**src/hw/rtl/dpms_pkg.sv**
```systemverilog
// ----------------------------------------------------------------------------
// dpms_pkg
// shared codes, register indexes and beat types of the depth profile sequencer
// ----------------------------------------------------------------------------
package dpms_pkg;

   // mission phases
   localparam logic [2:0] PH_IDLE         = 3'd0;
   localparam logic [2:0] PH_DESCEND      = 3'd1;
   localparam logic [2:0] PH_HOLD_DEEP    = 3'd2;
   localparam logic [2:0] PH_ASCEND       = 3'd3;
   localparam logic [2:0] PH_HOLD_SHALLOW = 3'd4;
   localparam logic [2:0] PH_SURFACE      = 3'd5;
   localparam logic [2:0] PH_DONE         = 3'd6;

   // request actions
   localparam logic [1:0] ACT_TICK  = 2'd0;
   localparam logic [1:0] ACT_START = 2'd1;
   localparam logic [1:0] ACT_ABORT = 2'd2;

   // safety events
   localparam logic [1:0] SAFE_NONE      = 2'd0;
   localparam logic [1:0] SAFE_OVERDEPTH = 2'd1;
   localparam logic [1:0] SAFE_TIMEOUT   = 2'd2;

   // register indexes
   localparam logic [2:0] REG_DEEP_MIN     = 3'd0;
   localparam logic [2:0] REG_DEEP_MAX     = 3'd1;
   localparam logic [2:0] REG_SHALLOW_MIN  = 3'd2;
   localparam logic [2:0] REG_SHALLOW_MAX  = 3'd3;
   localparam logic [2:0] REG_SURFACE      = 3'd4;
   localparam logic [2:0] REG_MAX_DEPTH    = 3'd5;
   localparam logic [2:0] REG_HOLD_TIME    = 3'd6;
   localparam logic [2:0] REG_DESC_TIMEOUT = 3'd7;

   typedef struct packed {
      logic [14:0] deep_min_mm;
      logic [14:0] deep_max_mm;
      logic [14:0] shallow_min_mm;
      logic [14:0] shallow_max_mm;
      logic [14:0] surface_mm;
      logic [14:0] max_depth_mm;
      logic [23:0] hold_time_ms;
      logic [23:0] descend_timeout_ms;
   } cfg_type;

   typedef struct packed {
      logic [2:0]  phase;
      logic [1:0]  profiles_done;
      logic [31:0] phase_start_time;
      logic [31:0] hold_start_time;
      logic        hold_timing;
      logic        pump_running;
      logic [7:0]  pump_duty;
   } state_type;

   typedef struct packed {
      logic [1:0]         action;
      logic signed [15:0] depth_mm;
      logic [31:0]        time_ms;
   } req_beat_type;

   typedef struct packed {
      logic [2:0] mission_state;
      logic [1:0] profile_number;
      logic       pump_on;
      logic [7:0] pump_speed;
      logic       in_band;
      logic [1:0] safety_event;
      logic       mission_complete;
   } rsp_beat_type;

endpackage

```
**src/hw/rtl/dpms_if.sv**
```systemverilog
// ----------------------------------------------------------------------------
// dpms channel interfaces
// request, response and register write channels with valid and ready
// ----------------------------------------------------------------------------
interface dpms_req_if;
   logic               valid;
   logic               ready;
   logic [1:0]         action;
   logic signed [15:0] depth_mm;
   logic [31:0]        time_ms;

   modport source (output valid, action, depth_mm, time_ms, input ready);
   modport sink (input valid, action, depth_mm, time_ms, output ready);
endinterface

interface dpms_rsp_if;
   logic       valid;
   logic       ready;
   logic [2:0] mission_state;
   logic [1:0] profile_number;
   logic       pump_on;
   logic [7:0] pump_speed;
   logic       in_band;
   logic [1:0] safety_event;
   logic       mission_complete;

   modport source (output valid, mission_state, profile_number, pump_on, pump_speed,
                   in_band, safety_event, mission_complete, input ready);
   modport sink (input valid, mission_state, profile_number, pump_on, pump_speed,
                 in_band, safety_event, mission_complete, output ready);
endinterface

interface dpms_csr_if;
   logic        valid;
   logic        ready;
   logic [2:0]  index;
   logic [23:0] data;

   modport source (output valid, index, data, input ready);
   modport sink (input valid, index, data, output ready);
endinterface

```
**src/hw/rtl/dpms_csr.sv**
```systemverilog
// ----------------------------------------------------------------------------
// dpms_csr
// mission configuration registers with their reset values
// ----------------------------------------------------------------------------
module dpms_csr (
   input  logic             clock,
   input  logic             reset,
   input  logic             wr_valid,
   input  logic [2:0]       wr_index,
   input  logic [23:0]      wr_data,
   output dpms_pkg::cfg_type cfg
);
   import dpms_pkg::*;

   cfg_type cfg_ff;

   always_ff @(posedge clock) begin
      if (reset) begin
         cfg_ff.deep_min_mm        <= 15'd2270;
         cfg_ff.deep_max_mm        <= 15'd2830;
         cfg_ff.shallow_min_mm     <= 15'd375;
         cfg_ff.shallow_max_mm     <= 15'd1035;
         cfg_ff.surface_mm         <= 15'd100;
         cfg_ff.max_depth_mm       <= 15'd3200;
         cfg_ff.hold_time_ms       <= 24'd30000;
         cfg_ff.descend_timeout_ms <= 24'd90000;
      end else if (wr_valid) begin
         unique case (wr_index)
            REG_DEEP_MIN:     cfg_ff.deep_min_mm        <= wr_data[14:0];
            REG_DEEP_MAX:     cfg_ff.deep_max_mm        <= wr_data[14:0];
            REG_SHALLOW_MIN:  cfg_ff.shallow_min_mm     <= wr_data[14:0];
            REG_SHALLOW_MAX:  cfg_ff.shallow_max_mm     <= wr_data[14:0];
            REG_SURFACE:      cfg_ff.surface_mm         <= wr_data[14:0];
            REG_MAX_DEPTH:    cfg_ff.max_depth_mm       <= wr_data[14:0];
            REG_HOLD_TIME:    cfg_ff.hold_time_ms       <= wr_data;
            REG_DESC_TIMEOUT: cfg_ff.descend_timeout_ms <= wr_data;
            default: ;
         endcase
      end
   end

   assign cfg = cfg_ff;

endmodule

```
**src/hw/rtl/dpms_step.sv**
```systemverilog
// ----------------------------------------------------------------------------
// dpms_step
// next mission state and response for one request beat
// ----------------------------------------------------------------------------
module dpms_step #(
   parameter int PROFILES   = 3,
   parameter int FULL_SPEED = 255,
   parameter int HOLD_SPEED = 90
) (
   input  dpms_pkg::state_type    cur,
   input  dpms_pkg::cfg_type      cfg,
   input  dpms_pkg::req_beat_type req,
   output dpms_pkg::state_type    nxt,
   output dpms_pkg::rsp_beat_type rsp
);
   import dpms_pkg::*;

   logic signed [17:0] depth_x;
   logic signed [17:0] depth2_x;
   logic signed [17:0] lo_x;
   logic signed [17:0] hi_x;
   logic signed [17:0] mid2_x;
   logic [14:0]        band_lo;
   logic [14:0]        band_hi;
   logic [31:0]        descend_elapsed;
   logic [31:0]        hold_elapsed;
   logic               over_depth;
   logic               timed_out;
   logic               band_hit;
   logic               hold_finished;
   logic [1:0]         profiles_inc;
   logic               inb;
   logic [1:0]         safety;
   logic               done_pulse;

   // band of whichever hold phase is current
   always_comb begin
      if (cur.phase == PH_HOLD_DEEP) begin
         band_lo = cfg.deep_min_mm;
         band_hi = cfg.deep_max_mm;
      end else begin
         band_lo = cfg.shallow_min_mm;
         band_hi = cfg.shallow_max_mm;
      end
   end

   assign depth_x  = 18'(req.depth_mm);
   assign depth2_x = {depth_x[16:0], 1'b0};
   assign lo_x     = $signed({3'b000, band_lo});
   assign hi_x     = $signed({3'b000, band_hi});
   assign mid2_x   = lo_x + hi_x;
   assign band_hit = (depth_x >= lo_x) && (depth_x <= hi_x);

   assign over_depth      = depth_x > $signed({3'b000, cfg.max_depth_mm});
   assign descend_elapsed = req.time_ms - cur.phase_start_time;
   assign timed_out       = descend_elapsed > {8'd0, cfg.descend_timeout_ms};

   // timer restarts on the first in-band tick, so elapsed is then zero
   assign hold_elapsed  = cur.hold_timing ? (req.time_ms - cur.hold_start_time) : 32'd0;
   assign hold_finished = hold_elapsed >= {8'd0, cfg.hold_time_ms};
   assign profiles_inc  = cur.profiles_done + 2'd1;

   always_comb begin
      nxt        = cur;
      inb        = 1'b0;
      safety     = SAFE_NONE;
      done_pulse = 1'b0;

      unique case (req.action)
         ACT_START: begin
            nxt.profiles_done    = 2'd0;
            nxt.phase            = PH_DESCEND;
            nxt.phase_start_time = req.time_ms;
            nxt.hold_timing      = 1'b0;
         end
         ACT_ABORT: begin
            nxt.pump_running     = 1'b0;
            nxt.pump_duty        = 8'd0;
            nxt.phase            = PH_IDLE;
            nxt.phase_start_time = req.time_ms;
            nxt.hold_timing      = 1'b0;
         end
         ACT_TICK: begin
            priority if (cur.phase == PH_IDLE || cur.phase >= PH_DONE) begin
               nxt.pump_running = 1'b0;
               nxt.pump_duty    = 8'd0;
            end else if (over_depth || (cur.phase == PH_DESCEND && timed_out)) begin
               nxt.pump_running     = 1'b0;
               nxt.pump_duty        = 8'd0;
               nxt.phase            = PH_SURFACE;
               nxt.phase_start_time = req.time_ms;
               nxt.hold_timing      = 1'b0;
               safety               = over_depth ? SAFE_OVERDEPTH : SAFE_TIMEOUT;
            end else begin
               unique case (cur.phase)
                  PH_DESCEND: begin
                     nxt.pump_running = 1'b1;
                     nxt.pump_duty    = 8'(FULL_SPEED);
                     if (depth_x >= $signed({3'b000, cfg.deep_min_mm})) begin
                        nxt.phase            = PH_HOLD_DEEP;
                        nxt.phase_start_time = req.time_ms;
                        nxt.hold_timing      = 1'b0;
                     end
                  end
                  PH_HOLD_DEEP, PH_HOLD_SHALLOW: begin
                     // bang-bang about the band midpoint
                     if (depth2_x < mid2_x) begin
                        nxt.pump_running = 1'b1;
                        nxt.pump_duty    = 8'(HOLD_SPEED);
                     end else begin
                        nxt.pump_running = 1'b0;
                        nxt.pump_duty    = 8'd0;
                     end
                     inb = band_hit;
                     if (band_hit) begin
                        if (!cur.hold_timing) begin
                           nxt.hold_timing     = 1'b1;
                           nxt.hold_start_time = req.time_ms;
                        end
                        if (hold_finished) begin
                           nxt.phase            = (cur.phase == PH_HOLD_DEEP) ?
                                                  PH_ASCEND : PH_SURFACE;
                           nxt.phase_start_time = req.time_ms;
                           nxt.hold_timing      = 1'b0;
                        end
                     end else begin
                        nxt.hold_timing = 1'b0;
                     end
                  end
                  PH_ASCEND: begin
                     nxt.pump_running = 1'b0;
                     nxt.pump_duty    = 8'd0;
                     if (depth_x <= $signed({3'b000, cfg.shallow_max_mm})) begin
                        nxt.phase            = PH_HOLD_SHALLOW;
                        nxt.phase_start_time = req.time_ms;
                        nxt.hold_timing      = 1'b0;
                     end
                  end
                  default: begin
                     // surface
                     nxt.pump_running = 1'b0;
                     nxt.pump_duty    = 8'd0;
                     if (depth_x <= $signed({3'b000, cfg.surface_mm})) begin
                        nxt.profiles_done    = profiles_inc;
                        nxt.phase_start_time = req.time_ms;
                        nxt.hold_timing      = 1'b0;
                        if (32'(profiles_inc) >= PROFILES) begin
                           nxt.phase  = PH_DONE;
                           done_pulse = 1'b1;
                        end else begin
                           nxt.phase = PH_DESCEND;
                        end
                     end
                  end
               endcase
            end
         end
         default: ;
      endcase
   end

   assign rsp.mission_state    = nxt.phase;
   assign rsp.profile_number   = nxt.profiles_done;
   assign rsp.pump_on          = nxt.pump_running;
   assign rsp.pump_speed       = nxt.pump_duty;
   assign rsp.in_band          = inb;
   assign rsp.safety_event     = safety;
   assign rsp.mission_complete = done_pulse;

endmodule

```
**src/hw/rtl/depth_profile_mission_sequencer.sv**
```systemverilog
// ----------------------------------------------------------------------------
// depth_profile_mission_sequencer
// profiling float mission sequencer: descend, hold deep, ascend, hold shallow,
// surface, repeated for a set number of profiles
// ----------------------------------------------------------------------------
// usage
//   req_chan carries one beat per tick or command: action, depth_mm, time_ms
//   rsp_chan returns exactly one beat per request beat, in order, showing the
//   mission state, pump drive and event flags after that request
//   csr_chan writes one configuration register per beat (index, data); it is
//   always ready and must only be used while no request is in flight
// pipeline and throughput
//   a request accepted into the input register is processed through the step
//   logic into the response register once that register is free or draining,
//   and is shown on rsp_chan from then on. One beat per cycle sustained while
//   rsp_chan.ready is high; the step logic is a handful of compares and 32-bit
//   time subtractions between the request and response registers
// reset
//   synchronous, active high: mission idle, pump off, profile count zero,
//   configuration registers back to their defaults, both stages empty
// stalls
//   while rsp_chan.ready is low the response beat holds; one more request is
//   taken into the input register, after which req_chan.ready drops
// ----------------------------------------------------------------------------
module depth_profile_mission_sequencer #(
   parameter int PROFILES   = 3,
   parameter int FULL_SPEED = 255,
   parameter int HOLD_SPEED = 90
) (
   input logic        clock,
   input logic        reset,
   dpms_req_if.sink   req_chan,
   dpms_rsp_if.source rsp_chan,
   dpms_csr_if.sink   csr_chan
);
   import dpms_pkg::*;

   cfg_type      cfg;

   // input stage
   logic         in_valid_ff;
   req_beat_type in_beat_ff;

   // response stage
   logic         out_valid_ff;
   rsp_beat_type out_beat_ff;

   // mission state
   state_type    state_ff;
   state_type    state_in;
   rsp_beat_type rsp_in;

   logic         advance;
   logic         req_take;

   // the input beat moves on whenever the response register is free or draining
   assign advance  = in_valid_ff && (!out_valid_ff || rsp_chan.ready);
   assign req_take = req_chan.valid && req_chan.ready;

   assign req_chan.ready = !in_valid_ff || advance;
   assign csr_chan.ready = 1'b1;

   dpms_csr u_csr (
      .clock    (clock),
      .reset    (reset),
      .wr_valid (csr_chan.valid),
      .wr_index (csr_chan.index),
      .wr_data  (csr_chan.data),
      .cfg      (cfg)
   );

   dpms_step #(
      .PROFILES   (PROFILES),
      .FULL_SPEED (FULL_SPEED),
      .HOLD_SPEED (HOLD_SPEED)
   ) u_step (
      .cur (state_ff),
      .cfg (cfg),
      .req (in_beat_ff),
      .nxt (state_in),
      .rsp (rsp_in)
   );

   // input register
   always_ff @(posedge clock) begin
      if (reset) begin
         in_valid_ff <= 1'b0;
      end else if (req_chan.ready) begin
         in_valid_ff <= req_chan.valid;
      end
   end

   always_ff @(posedge clock) begin
      if (req_take) begin
         in_beat_ff.action   <= req_chan.action;
         in_beat_ff.depth_mm <= req_chan.depth_mm;
         in_beat_ff.time_ms  <= req_chan.time_ms;
      end
   end

   // mission state only moves when a beat is processed
   always_ff @(posedge clock) begin
      if (reset) begin
         state_ff <= '0;
      end else if (advance) begin
         state_ff <= state_in;
      end
   end

   // response register
   always_ff @(posedge clock) begin
      if (reset) begin
         out_valid_ff <= 1'b0;
      end else if (advance) begin
         out_valid_ff <= 1'b1;
      end else if (rsp_chan.ready) begin
         out_valid_ff <= 1'b0;
      end
   end

   always_ff @(posedge clock) begin
      if (advance) begin
         out_beat_ff <= rsp_in;
      end
   end

   assign rsp_chan.valid            = out_valid_ff;
   assign rsp_chan.mission_state    = out_beat_ff.mission_state;
   assign rsp_chan.profile_number   = out_beat_ff.profile_number;
   assign rsp_chan.pump_on          = out_beat_ff.pump_on;
   assign rsp_chan.pump_speed       = out_beat_ff.pump_speed;
   assign rsp_chan.in_band          = out_beat_ff.in_band;
   assign rsp_chan.safety_event     = out_beat_ff.safety_event;
   assign rsp_chan.mission_complete = out_beat_ff.mission_complete;

endmodule

```
**src/flat_wrapper.sv**
```systemverilog
// flat-port wrapper written by rule: the top's interface ports become plain ports
module depth_profile_mission_sequencer_flat import dpms_pkg::*;
#(
   parameter int PROFILES   = 3,
   parameter int FULL_SPEED = 255,
   parameter int HOLD_SPEED = 90
)
  (clock, reset, req_chan_valid, req_chan_action, req_chan_depth_mm, req_chan_time_ms, req_chan_ready, rsp_chan_valid, rsp_chan_mission_state, rsp_chan_profile_number, rsp_chan_pump_on, rsp_chan_pump_speed, rsp_chan_in_band, rsp_chan_safety_event, rsp_chan_mission_complete, rsp_chan_ready, csr_chan_valid, csr_chan_index, csr_chan_data, csr_chan_ready);
  dpms_req_if req_chan_i ();
  dpms_rsp_if rsp_chan_i ();
  dpms_csr_if csr_chan_i ();
  input logic clock;
  input logic reset;
  input wire logic [$bits(req_chan_i.valid)-1:0] req_chan_valid;
  input wire logic [$bits(req_chan_i.action)-1:0] req_chan_action;
  input wire logic [$bits(req_chan_i.depth_mm)-1:0] req_chan_depth_mm;
  input wire logic [$bits(req_chan_i.time_ms)-1:0] req_chan_time_ms;
  output wire logic [$bits(req_chan_i.ready)-1:0] req_chan_ready;
  output wire logic [$bits(rsp_chan_i.valid)-1:0] rsp_chan_valid;
  output wire logic [$bits(rsp_chan_i.mission_state)-1:0] rsp_chan_mission_state;
  output wire logic [$bits(rsp_chan_i.profile_number)-1:0] rsp_chan_profile_number;
  output wire logic [$bits(rsp_chan_i.pump_on)-1:0] rsp_chan_pump_on;
  output wire logic [$bits(rsp_chan_i.pump_speed)-1:0] rsp_chan_pump_speed;
  output wire logic [$bits(rsp_chan_i.in_band)-1:0] rsp_chan_in_band;
  output wire logic [$bits(rsp_chan_i.safety_event)-1:0] rsp_chan_safety_event;
  output wire logic [$bits(rsp_chan_i.mission_complete)-1:0] rsp_chan_mission_complete;
  input wire logic [$bits(rsp_chan_i.ready)-1:0] rsp_chan_ready;
  input wire logic [$bits(csr_chan_i.valid)-1:0] csr_chan_valid;
  input wire logic [$bits(csr_chan_i.index)-1:0] csr_chan_index;
  input wire logic [$bits(csr_chan_i.data)-1:0] csr_chan_data;
  output wire logic [$bits(csr_chan_i.ready)-1:0] csr_chan_ready;
  assign req_chan_i.valid = req_chan_valid;
  assign req_chan_i.action = req_chan_action;
  assign req_chan_i.depth_mm = req_chan_depth_mm;
  assign req_chan_i.time_ms = req_chan_time_ms;
  assign req_chan_ready = req_chan_i.ready;
  assign rsp_chan_valid = rsp_chan_i.valid;
  assign rsp_chan_mission_state = rsp_chan_i.mission_state;
  assign rsp_chan_profile_number = rsp_chan_i.profile_number;
  assign rsp_chan_pump_on = rsp_chan_i.pump_on;
  assign rsp_chan_pump_speed = rsp_chan_i.pump_speed;
  assign rsp_chan_in_band = rsp_chan_i.in_band;
  assign rsp_chan_safety_event = rsp_chan_i.safety_event;
  assign rsp_chan_mission_complete = rsp_chan_i.mission_complete;
  assign rsp_chan_i.ready = rsp_chan_ready;
  assign csr_chan_i.valid = csr_chan_valid;
  assign csr_chan_i.index = csr_chan_index;
  assign csr_chan_i.data = csr_chan_data;
  assign csr_chan_ready = csr_chan_i.ready;
  depth_profile_mission_sequencer #(.PROFILES(PROFILES), .FULL_SPEED(FULL_SPEED), .HOLD_SPEED(HOLD_SPEED)) u_core (.clock(clock), .reset(reset), .req_chan(req_chan_i), .rsp_chan(rsp_chan_i), .csr_chan(csr_chan_i));
endmodule
```
**config.mk**
```make
export PLATFORM = sky130hd
export DESIGN_NAME = depth_profile_mission_sequencer_flat
export DESIGN_NICKNAME = d
export VERILOG_FILES = /design/src/hw/rtl/dpms_pkg.sv /design/src/hw/rtl/dpms_if.sv /design/src/hw/rtl/dpms_csr.sv /design/src/hw/rtl/dpms_step.sv /design/src/hw/rtl/depth_profile_mission_sequencer.sv /design/src/flat_wrapper.sv
export SDC_FILE = /design/constraint.sdc
export NUM_CORES = 1
export LEC_CHECK = 0
export ABC_AREA = 1
export BUFFER_PORTS_ARGS = -buffer_cell sky130_fd_sc_hd__clkbuf_2
export CORE_MARGIN = 2
export CORE_UTILIZATION = 62
export CTS_BUF_LIST = sky130_fd_sc_hd__clkbuf_8
export DETAILED_ROUTE_END_ITERATION = 10
export PLACE_DENSITY = 0.81
export SYNTH_ARGS = -nofsm -noshare
export SYNTH_HDL_FRONTEND = slang
export SYNTH_SLANG_ARGS = --single-unit
```
**constraint.sdc**
```tcl
create_clock -name clock -period 5 [get_ports clock]
set_input_delay 0.75 -clock clock [delete_from_list [all_inputs] [get_ports clock]]
set_output_delay 0.75 -clock clock [all_outputs]
set_load 0.01 [all_outputs]
```
==> impl_metrics.env <==
export IMPL_die_w_um=182
export IMPL_die_y_um=182
export IMPL_wirelength_um=52100
export IMPL_dp_hpwl_um=40300
export IMPL_p_per_area_mw_per_mm2=285
export IMPL_fin_area_mm2=0.0215
export IMPL_synth_area_mux_share_pct=0.115
export IMPL_r2r_cells=30
export IMPL_grt_pass1_wl_um=84400
export IMPL_drt_initial_drc_count=1323
export IMPL_critical_path_top_delay_family="compound AO/OA/AOI/OAI gates"
export IMPL_grt_max_degree=88
export IMPL_via_per_inst=5.53
export IMPL_post_route_util_pct=68.3
export IMPL_drt_pass1_iter_count=5
export IMPL_hold_viol_final=0
export IMPL_crit_path_end_kind="flop"
export IMPL_drc=0
export IMPL_synth_compound_area_share_pct=16.8
export IMPL_clkPwrFrac_pct=35.4
export IMPL_fin_tns_setup_ns=0
export IMPL_fin_skew_ns=0.0284
export IMPL_cpPeakStageDelay_ns=0.41
export IMPL_gp_congestion=0.985
export IMPL_min_path_type="in2reg"
export IMPL_critPathSlowestCell="fa_1"
export IMPL_swShare_pct=32.0
export IMPL_synthToLayoutAreaGrowth_pct=9.28
export IMPL_syn_inst=2791
export IMPL_grt_pass1_vias=17800
export IMPL_pwr_share_seq_pct=41.8
export IMPL_total_power_mw=6.11
export IMPL_synth_fa_ha_area_share_pct=15.0
export IMPL_cts_tree="yes"
export IMPL_maxSlewViolCount=0
export IMPL_crit_required_ns=5.56
export IMPL_clk_latency_ns=0.62
export IMPL_status="complete, no violations"
export IMPL_portBuffers=101
export IMPL_p_int_mw=4.16
export IMPL_combPwrFrac_pct=22.9
export IMPL_cp_common_cell="nand2_1"
export IMPL_worst_ir_drop_vdd_mv=0.257
export IMPL_critPathKind="reg2reg"
export IMPL_synth_flop_cell="dfxtp_1"
export IMPL_num_rows=65
export IMPL_synthArstFlopShare_pct=0
export IMPL_cts_sinks=287
export IMPL_cp_buffers_inverters=1
export IMPL_routedWlPerCell_um=15.7
export IMPL_drv_cap=0
export IMPL_post_cts_buffers=0
export IMPL_period_share_pct=93.0
export IMPL_synthesis_area_mm2=0.0196
export IMPL_crit_path_max_fanout=13
export IMPL_synthSimpleGateAreaFrac_pct=22.3
export IMPL_syn_nets=3107
export IMPL_drive_gt1_share_pct=8.58
export IMPL_maxSlewHeadroom_pct=29.5
export IMPL_setup_viol=0
export IMPL_max_freq_ghz=0.215
export IMPL_nets=3201
export IMPL_antenna_left=0
export IMPL_htreeDepth=2
export IMPL_antennaDiodeCount=0
export IMPL_yosysSeqAreaShare_pct=32.7
export IMPL_ys_types=54
export IMPL_critPathArrivalTime_ns=5.21
export IMPL_ys_seq_elements=287
export IMPL_tightestPinTransition_ns=1.05
export IMPL_yosys_warnings=0
export IMPL_ctsRootBufferMaster="clkbuf_8"
export IMPL_dpl_cell_area_mm2=0.0204
export IMPL_vias=18400
export IMPL_path_clk_slew_ns=0.06
export IMPL_syn_avg_cell_area_um2=7.03
export IMPL_synth_xor_area_share_pct=1.96
export IMPL_p_leak_nw=10.5
export IMPL_grt_usage_pct=31.3
export IMPL_grt_overflow=0
export IMPL_cts_max_path_buffers=3
export IMPL_rsz0062_at_grt="no"
export IMPL_die_area_mm2=0.0331
export IMPL_synth_edff_count=68
export IMPL_cts_made_buffers=49
export IMPL_start_util_pct=62.5
export IMPL_period_needed_ns=4.65
export IMPL_whs_path_depth=1
export IMPL_crit_cells=30
export IMPL_cp_start_kind="flop"
export IMPL_io_pins=103
export IMPL_antenna_found_initial=0
export IMPL_synth_top_family_by_area="simple AND/OR/NAND/NOR gates"
export IMPL_net_switching_power_mw=1.95
export IMPL_coreArea_mm2=0.0314
==> per-stage QoR <==
stage	setup slack, ns	hold WS (ns)	std cells
5_1_grt	0.00452	0.282	3327
6_report	0.350	0.304	3327
3_3_place_gp	0.359	0.437	3235
2_1_floorplan	0.772	0.423	2791
4_1_cts	0.0327	0.270	3326
3_5_place_dp	0.00778	0.439	3235
==> state kept, by name, indices dropped and copies added, names as in the netlist, 2 cells and up <==
register and flops:
u_core.u_csr.cfg 138, u_core.state_ff 79, u_core.in_beat_ff 50, u_core.rsp_chan.pump_speed 8, u_core.rsp_chan.mission_state 3, u_core.rsp_chan.profile_number 2, u_core.rsp_chan.safety_event 2
==> metal layers <==
layer,up-vias,GRT usage [%],wire length [µm]
li1,9291,-,-
met1,8412,36.8,21100
met2,567,57.6,25800
met3,134,3.85,3140
met4,0,13.1,2080
met5,-,0,0
==> power by group through the flow <==
| stage | sequential (mW) | combinational [mW] | clock [mW] |
|---|---|---|---|
| after floorplan | 2.57 | 1.01 | 0 |
| after global placement | 2.59 | 1.31 | 0 |
| after detailed placement | 2.60 | 1.37 | 0 |
| after CTS | 2.55 | 1.38 | 2.20 |
| after global routing | 2.56 | 1.59 | 2.31 |
| final | 2.55 | 1.40 | 2.16 |
==> timing repair <==
item,CTS,global route
endpoints found under the setup margin,8,74
pin swaps,0,1
gates resized for setup,1,13
hold buffers,0,0
cloned,0,1
==> final cells by class <==
class	count	area (µm²)
repair buffers	117	629
fillers	2682	9940
well taps	402	503
multi-input cells	1947	11100
flip-flops and latches	287	6430
clock buffers	59	812
clock inverters	32	200
inverters	483	1810
==> path summary, 6_finish.rpt <==
| kind | from | end | slack (ns) |
|---|---|---|---|
| setup / recovery | u_core.state_ff[78] | u_core.state_ff[3] | 0.35 |
| hold / removal | req_chan_action[1] | u_core.in_beat_ff[49] | 0.30 |
| setup reg to reg | u_core.state_ff[78] | u_core.state_ff[3] | 0.35 |
| hold reg to reg | u_core.u_csr.cfg[107] | u_core.u_csr.cfg[107] | 0.45 |
==> synth_stat cells (all sizes together), types with 2 or more instances <==
| master | n | area [µm²] |
|---|---|---|
| a21oi | 285 | 1450 |
| nand3 | 98 | 533 |
| a21o | 3 | 22.5 |
| nor2 | 219 | 876 |
| nor4 | 6 | 37.5 |
| nand4 | 20 | 131 |
| a31o | 5 | 43.8 |
| nand3b | 3 | 22.5 |
| o21bai | 13 | 97.6 |
| dfxtp | 219 | 4380 |
| a211oi | 2 | 15.0 |
| inv | 481 | 1810 |
| o211ai | 42 | 315 |
| nor3 | 29 | 150 |
| clkinv | 2 | 7.51 |
| a31oi | 9 | 56.3 |
| o21ai | 238 | 1190 |
| mux2 | 2 | 22.5 |
| nand2 | 671 | 2570 |
| clkbuf | 56 | 211 |
| or2 | 2 | 12.5 |
| xnor2 | 17 | 149 |
| buf | 19 | 153 |
| fa | 3 | 60.1 |
| edfxtp | 68 | 2040 |
| xor2 | 27 | 236 |
| ha | 231 | 2890 |
| and2 | 5 | 31.3 |
| o21a | 8 | 60.1 |
==> logic make-up (layout without fill, tap and decap cells) <==
| family | count (synthesis) | after routing |
|---|---|---|
| compound gates | 610 | 610 |
| other cells | 1 | 1 |
| buf+inv | 558 | 691 |
| fa+ha+maj | 234 | 234 |
| mux | 2 | 2 |
| flops | 287 | 287 |
| simple gates | 1055 | 1056 |
| xor+xnor | 44 | 44 |
==> cells in the final DEF, fill, tap and decap left out, types with 19 or more instances in the layout <==
master / n
nand3_1: 91
clkbuf_8: 59
ha_1: 231
a21oi_1: 280
nor3_1: 28
nand4_1: 19
nor2_1: 206
o211ai_1: 42
dfxtp_1: 218
clkbuf_2: 101
xor2_1: 27
o21ai_0: 210
edfxtp_1: 68
inv_1: 498
o21ai_1: 26
nand2_1: 651
Power figures use the tool's default switching activity.
